`src/hw/rtl/rme_pkg.sv`:
```
`default_nettype none

package rme_pkg;

  // Step counter width of the sequencer program
  localparam int unsigned PC_WIDTH = 3;
  localparam int unsigned CFG_INDEX_WIDTH = 2;

  typedef logic [PC_WIDTH-1:0] pc_t;

  // Program steps
  localparam pc_t STEP_WAIT  = 3'd0;
  localparam pc_t STEP_LOOP  = 3'd1;
  localparam pc_t STEP_TEST  = 3'd2;
  localparam pc_t STEP_MUL   = 3'd3;
  localparam pc_t STEP_SQR   = 3'd4;
  localparam pc_t STEP_EMIT  = 3'd5;

  localparam logic KIND_DECRYPT = 1'b1;

  typedef enum logic [CFG_INDEX_WIDTH-1:0] {
    REG_MODULUS     = 2'd0,
    REG_PUBLIC_EXP  = 2'd1,
    REG_PRIVATE_EXP = 2'd2
  } reg_index_t;

  typedef enum logic [2:0] {
    UOP_NOP,
    UOP_WAIT,
    UOP_MUL,
    UOP_SQR,
    UOP_EMIT
  } uop_t;

  typedef enum logic [1:0] {
    COND_NONE,
    COND_ALWAYS,
    COND_LOOP_END,
    COND_BIT_CLEAR
  } cond_t;

  typedef struct packed {
    uop_t  op;
    cond_t cond;
    pc_t   target;
  } ucode_t;

  typedef struct packed {
    logic busy;
    logic done;
  } mm_status_t;

  // Microcode store: one control word per step
  function automatic ucode_t ucode_rom(input pc_t pc);
    ucode_t word;
    unique case (pc)
      STEP_WAIT: word = '{op: UOP_WAIT, cond: COND_NONE,      target: STEP_WAIT};
      STEP_LOOP: word = '{op: UOP_NOP,  cond: COND_LOOP_END,  target: STEP_EMIT};
      STEP_TEST: word = '{op: UOP_NOP,  cond: COND_BIT_CLEAR, target: STEP_SQR};
      STEP_MUL:  word = '{op: UOP_MUL,  cond: COND_NONE,      target: STEP_WAIT};
      STEP_SQR:  word = '{op: UOP_SQR,  cond: COND_ALWAYS,    target: STEP_LOOP};
      STEP_EMIT: word = '{op: UOP_EMIT, cond: COND_ALWAYS,    target: STEP_WAIT};
      default:   word = '{op: UOP_NOP,  cond: COND_ALWAYS,    target: STEP_WAIT};
    endcase
    return word;
  endfunction

endpackage

`default_nettype wire

```
`src/hw/rtl/rme_modmul.sv`:
```
`default_nettype none

module rme_modmul #(
  parameter int unsigned OPERAND_WIDTH = 16
) (
  input  logic                     clk,
  input  logic                     rst,
  input  logic                     start,
  input  logic [OPERAND_WIDTH-1:0] a,
  input  logic [OPERAND_WIDTH-1:0] b,
  input  logic [OPERAND_WIDTH-1:0] m,
  output rme_pkg::mm_status_t      status,
  output logic [OPERAND_WIDTH-1:0] product
);
  import rme_pkg::*;

  localparam int unsigned ProdWidth = 2 * OPERAND_WIDTH;
  localparam int unsigned CntWidth  = $clog2(ProdWidth + 1);

  logic [ProdWidth-1:0]     prod;
  logic [OPERAND_WIDTH-1:0] rem;
  logic [CntWidth-1:0]      cnt;
  logic                     busy;
  logic                     done;
  logic [OPERAND_WIDTH:0]   trial;
  logic [OPERAND_WIDTH:0]   diff;

  // Restoring reduction: shift in one product bit, subtract modulus if it fits
  assign trial = {rem, prod[ProdWidth-1]};
  assign diff  = trial - {1'b0, m};

  always_ff @(posedge clk) begin
    if (rst) begin
      busy <= 1'b0;
      done <= 1'b0;
      cnt  <= '0;
    end else begin
      done <= 1'b0;
      if (start && !busy) begin
        busy <= 1'b1;
        cnt  <= CntWidth'(ProdWidth);
      end else if (busy) begin
        cnt <= cnt - CntWidth'(1);
        if (cnt == CntWidth'(1)) begin
          busy <= 1'b0;
          done <= 1'b1;
        end
      end
    end
  end

  always_ff @(posedge clk) begin
    if (start && !busy) begin
      prod <= ProdWidth'(a) * ProdWidth'(b);
      rem  <= '0;
    end else if (busy) begin
      prod <= prod << 1;
      rem  <= diff[OPERAND_WIDTH] ? trial[OPERAND_WIDTH-1:0] : diff[OPERAND_WIDTH-1:0];
    end
  end

  assign status.busy = busy;
  assign status.done = done;
  assign product     = rem;

endmodule

`default_nettype wire

```
`src/hw/rtl/rsa_modular_exponentiation_top.sv`:
```
// Modular exponentiation engine: result = value ^ exponent mod modulus.
//
// Request channel (req_valid/req_ready, fields kind and value): kind 0
// selects the public exponent, kind 1 the private one. One beat in gives
// exactly one beat out on the response channel (rsp_valid/rsp_ready, field
// result). An exponent of zero gives 1; a modulus below two gives 0.
//
// Configuration: cfg_we with cfg_index 0 (modulus), 1 (public exponent) or
// 2 (private exponent) writes cfg_data; other indices are dropped.
// Write only while no request is in flight.
//
// Operation: a microcoded sequencer walks the exponent from its LSB on one
// shared modular multiplier; each multiply or square is a product step,
// 2W reduction steps and a hand-back, W = OPERAND_WIDTH. rsp_valid rises
// at the same edge at which req_ready returns. The result sits in an
// output register, so a stalled receiver blocks the sequencer only when a
// second result is ready while the first is unclaimed. Reset restores
// modulus 2 and both exponents 1, and clears rsp_valid.
`default_nettype none

module rsa_modular_exponentiation_top #(
  parameter int unsigned OPERAND_WIDTH = 16
) (
  input  logic                                  clk,
  input  logic                                  rst,
  // configuration
  input  logic                                  cfg_we,
  input  logic [rme_pkg::CFG_INDEX_WIDTH-1:0]   cfg_index,
  input  logic [OPERAND_WIDTH-1:0]              cfg_data,
  // request channel
  input  logic                                  req_valid,
  output logic                                  req_ready,
  input  logic                                  kind,
  input  logic [OPERAND_WIDTH-1:0]              value,
  // response channel
  output logic                                  rsp_valid,
  input  logic                                  rsp_ready,
  output logic [OPERAND_WIDTH-1:0]              result
);
  import rme_pkg::*;

  // Configuration registers
  logic [OPERAND_WIDTH-1:0] modulus;
  logic [OPERAND_WIDTH-1:0] public_exponent;
  logic [OPERAND_WIDTH-1:0] private_exponent;

  // Sequencer
  pc_t    pc;
  pc_t    pc_next;
  ucode_t ctrl;
  logic   stall;
  logic   jump;

  // Datapath
  logic [OPERAND_WIDTH-1:0] acc;
  logic [OPERAND_WIDTH-1:0] base;
  logic [OPERAND_WIDTH-1:0] expo;
  logic                     issued;
  logic                     mod_small;

  // Multiplier interface
  logic                     mm_start;
  logic [OPERAND_WIDTH-1:0] mm_a;
  mm_status_t               mm_status;
  logic [OPERAND_WIDTH-1:0] mm_result;

  assign ctrl      = ucode_rom(pc);
  assign mod_small = modulus < OPERAND_WIDTH'(2);

  // Configuration writes; unknown indices are dropped
  always_ff @(posedge clk) begin
    if (rst) begin
      modulus          <= OPERAND_WIDTH'(2);
      public_exponent  <= OPERAND_WIDTH'(1);
      private_exponent <= OPERAND_WIDTH'(1);
    end else if (cfg_we) begin
      unique case (cfg_index)
        REG_MODULUS:     modulus          <= cfg_data;
        REG_PUBLIC_EXP:  public_exponent  <= cfg_data;
        REG_PRIVATE_EXP: private_exponent <= cfg_data;
        default:         ;
      endcase
    end
  end

  // Next step: hold on stall, else branch or fall through
  always_comb begin
    unique case (ctrl.op)
      UOP_WAIT:         stall = !req_valid;
      UOP_MUL, UOP_SQR: stall = !mm_status.done;
      UOP_EMIT:         stall = rsp_valid && !rsp_ready;
      UOP_NOP:          stall = 1'b0;
      default:          stall = 1'b0;
    endcase

    unique case (ctrl.cond)
      COND_NONE:      jump = 1'b0;
      COND_ALWAYS:    jump = 1'b1;
      COND_LOOP_END:  jump = (expo == '0) || mod_small;
      COND_BIT_CLEAR: jump = !expo[0];
      default:        jump = 1'b0;
    endcase

    if (stall) begin
      pc_next = pc;
    end else if (jump) begin
      pc_next = ctrl.target;
    end else begin
      pc_next = pc + pc_t'(1);
    end
  end

  // Control outputs of the current step
  always_comb begin
    req_ready = (ctrl.op == UOP_WAIT);
    mm_start  = (ctrl.op == UOP_MUL || ctrl.op == UOP_SQR) && !issued;
    // multiply uses the running result, square uses the base twice
    mm_a      = (ctrl.op == UOP_MUL) ? acc : base;
  end

  always_ff @(posedge clk) begin
    if (rst) begin
      pc        <= STEP_WAIT;
      issued    <= 1'b0;
      rsp_valid <= 1'b0;
    end else begin
      pc <= pc_next;
      if (mm_start) begin
        issued <= 1'b1;
      end else if (mm_status.done) begin
        issued <= 1'b0;
      end
      if (ctrl.op == UOP_EMIT && !stall) begin
        rsp_valid <= 1'b1;
      end else if (rsp_ready) begin
        rsp_valid <= 1'b0;
      end
    end
  end

  // Operand registers
  always_ff @(posedge clk) begin
    unique case (ctrl.op)
      UOP_WAIT: begin
        if (req_valid) begin
          base <= value;
          expo <= (kind == KIND_DECRYPT) ? private_exponent : public_exponent;
          acc  <= mod_small ? '0 : OPERAND_WIDTH'(1);
        end
      end
      UOP_MUL: begin
        if (mm_status.done) begin
          acc <= mm_result;
        end
      end
      UOP_SQR: begin
        if (mm_status.done) begin
          base <= mm_result;
          expo <= expo >> 1;
        end
      end
      UOP_EMIT: begin
        if (!stall) begin
          result <= acc;
        end
      end
      default: ;
    endcase
  end

  rme_modmul #(
    .OPERAND_WIDTH(OPERAND_WIDTH)
  ) u_modmul (
    .clk     (clk),
    .rst     (rst),
    .start   (mm_start),
    .a       (mm_a),
    .b       (base),
    .m       (modulus),
    .status  (mm_status),
    .product (mm_result)
  );

  // The multiplier only hands back while the sequencer waits on it
  a_done_in_op: assert property (@(posedge clk) disable iff (rst)
    mm_status.done |-> (ctrl.op == UOP_MUL || ctrl.op == UOP_SQR))
    else $error("multiplier result arrived outside a multiply step");

  // A new request never lands while an operation is outstanding
  a_idle_on_ready: assert property (@(posedge clk) disable iff (rst)
    req_ready |-> (!issued && !mm_status.busy))
    else $error("request accepted while the multiplier is in use");

  // A request beat always moves the program to the loop head
  a_beat_to_loop: assert property (@(posedge clk) disable iff (rst)
    (req_valid && req_ready) |=> (pc == STEP_LOOP))
    else $error("request beat did not start the exponent loop");

  // Never launch an operation on a busy multiplier
  a_start_idle: assert property (@(posedge clk) disable iff (rst)
    mm_start |-> !mm_status.busy)
    else $error("multiplier started while busy");

endmodule

`default_nettype wire

```
`config.mk`:
```
export PLATFORM = sky130hd
export DESIGN_NAME = rsa_modular_exponentiation_top
export DESIGN_NICKNAME = d
export VERILOG_FILES = /design/src/hw/rtl/rme_pkg.sv /design/src/hw/rtl/rme_modmul.sv /design/src/hw/rtl/rsa_modular_exponentiation_top.sv
export SDC_FILE = /design/constraint.sdc
export NUM_CORES = 1
export LEC_CHECK = 0
export ABC_CLOCK_PERIOD_IN_PS = 19100
export BUFFER_PORTS_ARGS = -buffer_cell sky130_fd_sc_hd__buf_4
export CORE_ASPECT_RATIO = 2
export CORE_MARGIN = 10
export CORE_UTILIZATION = 28
export CTS_CLUSTER_SIZE = 24
export DETAILED_ROUTE_END_ITERATION = 8
export PLACE_DENSITY = 0.42
export SLEW_MARGIN = 20
export SYNTH_ARGS = -nofsm -noshare
export SYNTH_HDL_FRONTEND = slang
export SYNTH_SLANG_ARGS = --single-unit
```
`constraint.sdc`:
```
create_clock -name clk -period 19.1 [get_ports clk]
set_clock_uncertainty 0.2 [all_clocks]
set_input_delay 0.955 -clock clk [delete_from_list [all_inputs] [get_ports clk]]
set_output_delay 0.955 -clock clk [all_outputs]
set_load 0.1 [all_outputs]
```
-- After elaboration in Yosys (flattened, before gate mapping)
Cells that the tools add are included.
- word-level logic and storage cells: 100
- register bits after elaboration: 173
- reduce and logical (&&, ||, !) cells: 31
- mux-type cells: 28
- order comparisons: 1
- eq/ne operators: 18
- add/subtract/negate cells: 3
- multipliers: 1
- bitwise logic cells: 2
- operators with widths (operator ; count):
    two-way mux 16 bit ; 8
    case mux 16 bit (2 select lines) ; 3
    two-way mux 32 bit ; 2
    case mux 8 bit (6 select lines) ; 1
    multiplier 16 x 16 -> 32 bit ; 1
    subtractor 17 x 16 -> 17 bit ; 1
    logical NOT 16 bit ; 1
    less-than comparator 16 x 2 -> 1 bit (second input constant) ; 1
    equality test 3 x 2 -> 1 bit (second input constant) ; 4
    two-way mux 6 bit ; 2
    nonzero test 2 bit ; 5
    equality test 3 bit (second input constant) ; 3
    two-way mux 1 bit ; 9
    AND reduction 2 bit ; 4
    logical NOT 1 bit ; 7
    equality test 2 bit (second input constant) ; 3
    equality test 3 x 1 -> 1 bit (second input constant) ; 2
    equality test 6 x 1 -> 1 bit (second input constant) ; 1
    AND reduction 3 bit ; 2
    subtractor 6 x 1 -> 6 bit (second input constant) ; 1
    equality test 2 x 1 -> 1 bit (second input constant) ; 2
    logical AND 1 bit ; 4
    logical NOT 2 bit ; 2
    inequality test 2 x 1 -> 1 bit (second input constant) ; 2
    10 further kinds ; 13

-- Logic depth before layout (Yosys ltp)
- word-level depth: 8
- mapped depth: 31

-- By module
From an unflattened synthesis, not the netlist that was laid out.
- cell total of the unflattened synthesis: 1794
- area total of the unflattened synthesis: 16614.7 um^2
- modules (own cells, without submodules) (module ; instances ; seq. area each (um^2) ; area an instance (um^2) ; cells an instance):
    rme_modmul ; 1 ; 1441.4 ; 11717.5 ; 1344
    rsa_modular_exponentiation_top ; 1 ; 2982.9 ; 4897.2 ; 450

-- Worst setup path after synthesis
No wires, ideal clock.
- path type: reg2reg
- from: register pc[2]
- to: register u_modmul.prod[30], data pin
- slack: 11.518 ns
- data arrival time: 7.116 ns
- stages on the path, launching flop included: 28
- required time: 18.634 ns
- cell sequence: dfxtp_1 clkbuf_1 inv_1 ha_1 o311ai_1 buf_2 nand2_1 nand2_1 clkbuf_1 nand2_1 fa_1 fa_1 fa_1 inv_1 fa_1 fa_1 inv_1 fa_1 inv_1 ha_1 clkbuf_1 a21oi_1 o221ai_1 o2111a_1 a2111o_1 o21bai_1 xor2_1 o21ai_1
- longest elaborated chain between the ends: 7
- RTL lines (item ; line ; source):
    from (decl) ; rsa_modular_exponentiation_top.sv:48 ; pc_t pc;
    from (signal assigned) ; rsa_modular_exponentiation_top.sv:127 ; pc <= pc_next;
    equality test 3 bit, or another cell as far along ; rme_pkg.sv:56 ; unique case (pc)
    case mux 8 bit (6 select lines) (*) ; rme_pkg.sv:56 ;
    branches (longest 4 deep; another with multiplier 16 x 16 -> 32 bit) ; -- ;
    two-way mux 32 bit (*) ; rme_modmul.sv:53 ; if (start && !busy) begin
    to (signal assigned) ; rme_modmul.sv:54 ; prod <= ProdWidth'(a) * ProdWidth'(b);
    to (signal assigned) ; rme_modmul.sv:57 ; prod <= prod << 1;
    to (decl) ; rme_modmul.sv:20 ; logic [ProdWidth-1:0] prod;
Mark *: on every way between the ends.
A chain may end at the register's enable or synchronous reset.

-- Worst setup path after layout
- from: register pc[0]
- to: register u_modmul.prod[30], data pin
The elaborated chain is that of the path after synthesis.

==> impl_metrics.yaml <==
layout:
  n_antenna_cell: 0
  final-instance-count-excl-fill: 2611
  nets: 2192
  drive_gt1_frac: 0.0689
  area_growth_pct: 10.7
routing:
  routed_wl_um: 54200
  wl_per_cell_um: 20.8
  dr.pass1.iters: 5
  vias: 12400
  vias_per_cell: 4.75
  ant_nets: 0
  drc_errors: 0
  drtIter0Drc: 473
cts:
  cts_max_level: 4
  clock_path_buffers: 2
  holdBufCountCts: 0
  tritoncts: "yes"
  cts_setup_buffers: 0
  clk_latency_ns: 0.45
  numCtsBuffers: 17
  cts.sinks: 173
  cts-resized-gates: 0
  clk_pin_slew_ns: 0.08
  cts_root_buf: "clkbuf_16"
setup_path:
  critPathMaxFanout: 32
  cp_data_arrival_time_ns: 8.32
  crit_slowest_cell: "fa_1"
  crit_top_cell: "fa_1"
  crit_required_ns: 19.08
  cp_slowest_stage_delay_ns: 0.57
  cp-start-kind: "flop"
  worstSetupEndpointType: "flop"
  rrSetupSlack_ns: 10.77
  worst-setup-path-type: "reg2reg"
sta:
  tns_ns: 0
  relSlewSlack: 0.303
  finalHoldViolations: 0
  drv_slew: 0
  rsz0062_at_grt: "false"
  worst_pin_slew_ns: 1.02
  setup_ws_ns: 10.77
  fin_crit_sh: 0.436
  post-route-min-period_ns: 8.33
  setup_viol: 0
  fmax_mhz: 120
job:
  maxCapViolCount: 0
yosys:
  synth.avg_cell_area_um2: 9.09
  synthCells: 1826
  syn-num-nets: 2188
  synthTopCellsByArea: "fa_1 24%, edfxtp_1 17%, ha_1 9.6%"
  ys_types: 67
  synth-adder-area-share: 0.331
  yosysTopAreaCell: "fa_1"
  ys.flop_type: "edfxtp_1"
  yosysWarningCount: 0
  synthMuxAreaShare: 0.0237
  synth-compound-area-share: 0.0952
  ys_ff_latch: 173
  synthXorXnorAreaFrac: 0.0248
  synth_top_area_frac: 0.235
  synth.most_common_cell: "nand2_1"
  synthArstFlopShare: 0
  synth-simple-area-share: 0.178
  ys_seq_area_frac: 0.267
  syn_area_mm2: 0.0166
  synthTopCellsByCount: "382 x nand2_1, 260 x inv_1, 195 x fa_1"
  synth_top_family_by_area: "adder cells"
  synth_edf_count: 96
grt:
  grtUsageTotal: 0.158
  first_global_vias: 13600
  grt_pass1_wl_um: 81400
  grt_max_degree: 62
  gr-total-overflow: 0
  grt_antenna_before_repair: 0
die:
  row_count: 126
  dieArea_mm2: 0.0700
  die_w_um: 192
  core_mm2: 0.0588
  initial_utilization: 0.282
  die_y_um: 364
  pin_count: 58
placed_design:
  place_inst: 2579
  port_buffers: 57
  place_hpwl_um: 43700
  gp_congestion: 0.885
  place_ws_ns: 10.73
run_status:
  status: "finished clean"
hold_path:
  hp-class: "reg2reg"
==> per-layer routing <==
metal,global-route usage,vias to the layer above,wire length (um)
met1,0.136,6200,17100
met5,0,-,0
met3,0.0201,95,1230
met2,0.326,207,32700
li1,-,5890,-
met4,0.0937,0,3150
==> final timing paths <==
check / startpoint / end / cells past startpoint
setup / recovery: pc[0] / u_modmul.prod[30] / 25
hold reg to reg: public_exponent[5] / public_exponent[5] / 2
setup reg to reg: pc[0] / u_modmul.prod[30] / 25
hold / removal: public_exponent[5] / public_exponent[5] / 2
==> logic make-up after synthesis <==
group                      Yosys count
adders and majority gates          322
muxes                               37
buffers and inverters              350
AOI/OAI and AO/OA                  254
and+or+nand+nor                    646
DFF                                173
xor gates and xnor gates            44
==> critical path, delay by kind of cell (launching register included) <==
family | cells | cell delay, ns
xor gates and xnor gates | 1 | 0.17
buffers and inverters | 5 | 0.49
and+or+nand+nor | 4 | 1.09
DFF | 1 | 0.35
AOI/OAI and AO/OA | 6 | 1.61
adders and majority gates | 9 | 4.13
==> final cells by class <==
cell class / instances / area, um2
inverter: 260 / 976
clock buffer: 19 / 453
fill: 6261 / 40400
clock inverter: 13 / 104
multi-input combinational: 1303 / 10900
tap: 768 / 961
sequential: 173 / 4420
timing repair buffer: 75 / 563
==> stage by stage <==
| stage | hold WS, ns | util | instance area (um2) |
|---|---|---|---|
| floorplan | 0.236 | - | 16600 |
| global placement | 0.241 | 0.303 | 17800 |
| detailed placement | 0.247 | 0.303 | 17800 |
| CTS | 0.257 | 0.312 | 18400 |
| global route | 0.271 | 0.312 | 18400 |
| finish | 0.256 | 0.312 | 18400 |
==> cell usage in the layout, fill, tap and decap left out, drive strengths merged, types with 12 or more instances in the layout <==
| cell | count |
|---|---|
| nand3 | 25 |
| nand2 | 382 |
| a21o | 16 |
| nor3 | 20 |
| o21ai | 68 |
| nor2 | 40 |
| xnor2 | 22 |
| inv | 266 |
| buf | 75 |
| mux2 | 18 |
| mux2i | 19 |
| fa | 195 |
| a21oi | 94 |
| and2 | 125 |
| xor2 | 22 |
| o21a | 12 |
| edfxtp | 96 |
| ha | 127 |
| clkbuf | 19 |
| dfxtp | 77 |
==> flip-flops by register name, indices dropped and copies added, names as in the netlist <==
register,count
u_modmul.busy,1
public_exponent,16
u_modmul.done,1
private_exponent,16
acc,16
result,16
pc,3
u_modmul.prod,32
u_modmul.cnt,6
expo,16
modulus,16
base,16
u_modmul.product,16
rsp_valid,1
issued,1
Power is not shown: default switching activity piles up to over one toggle a cycle in this logic, so the estimate is an artifact.
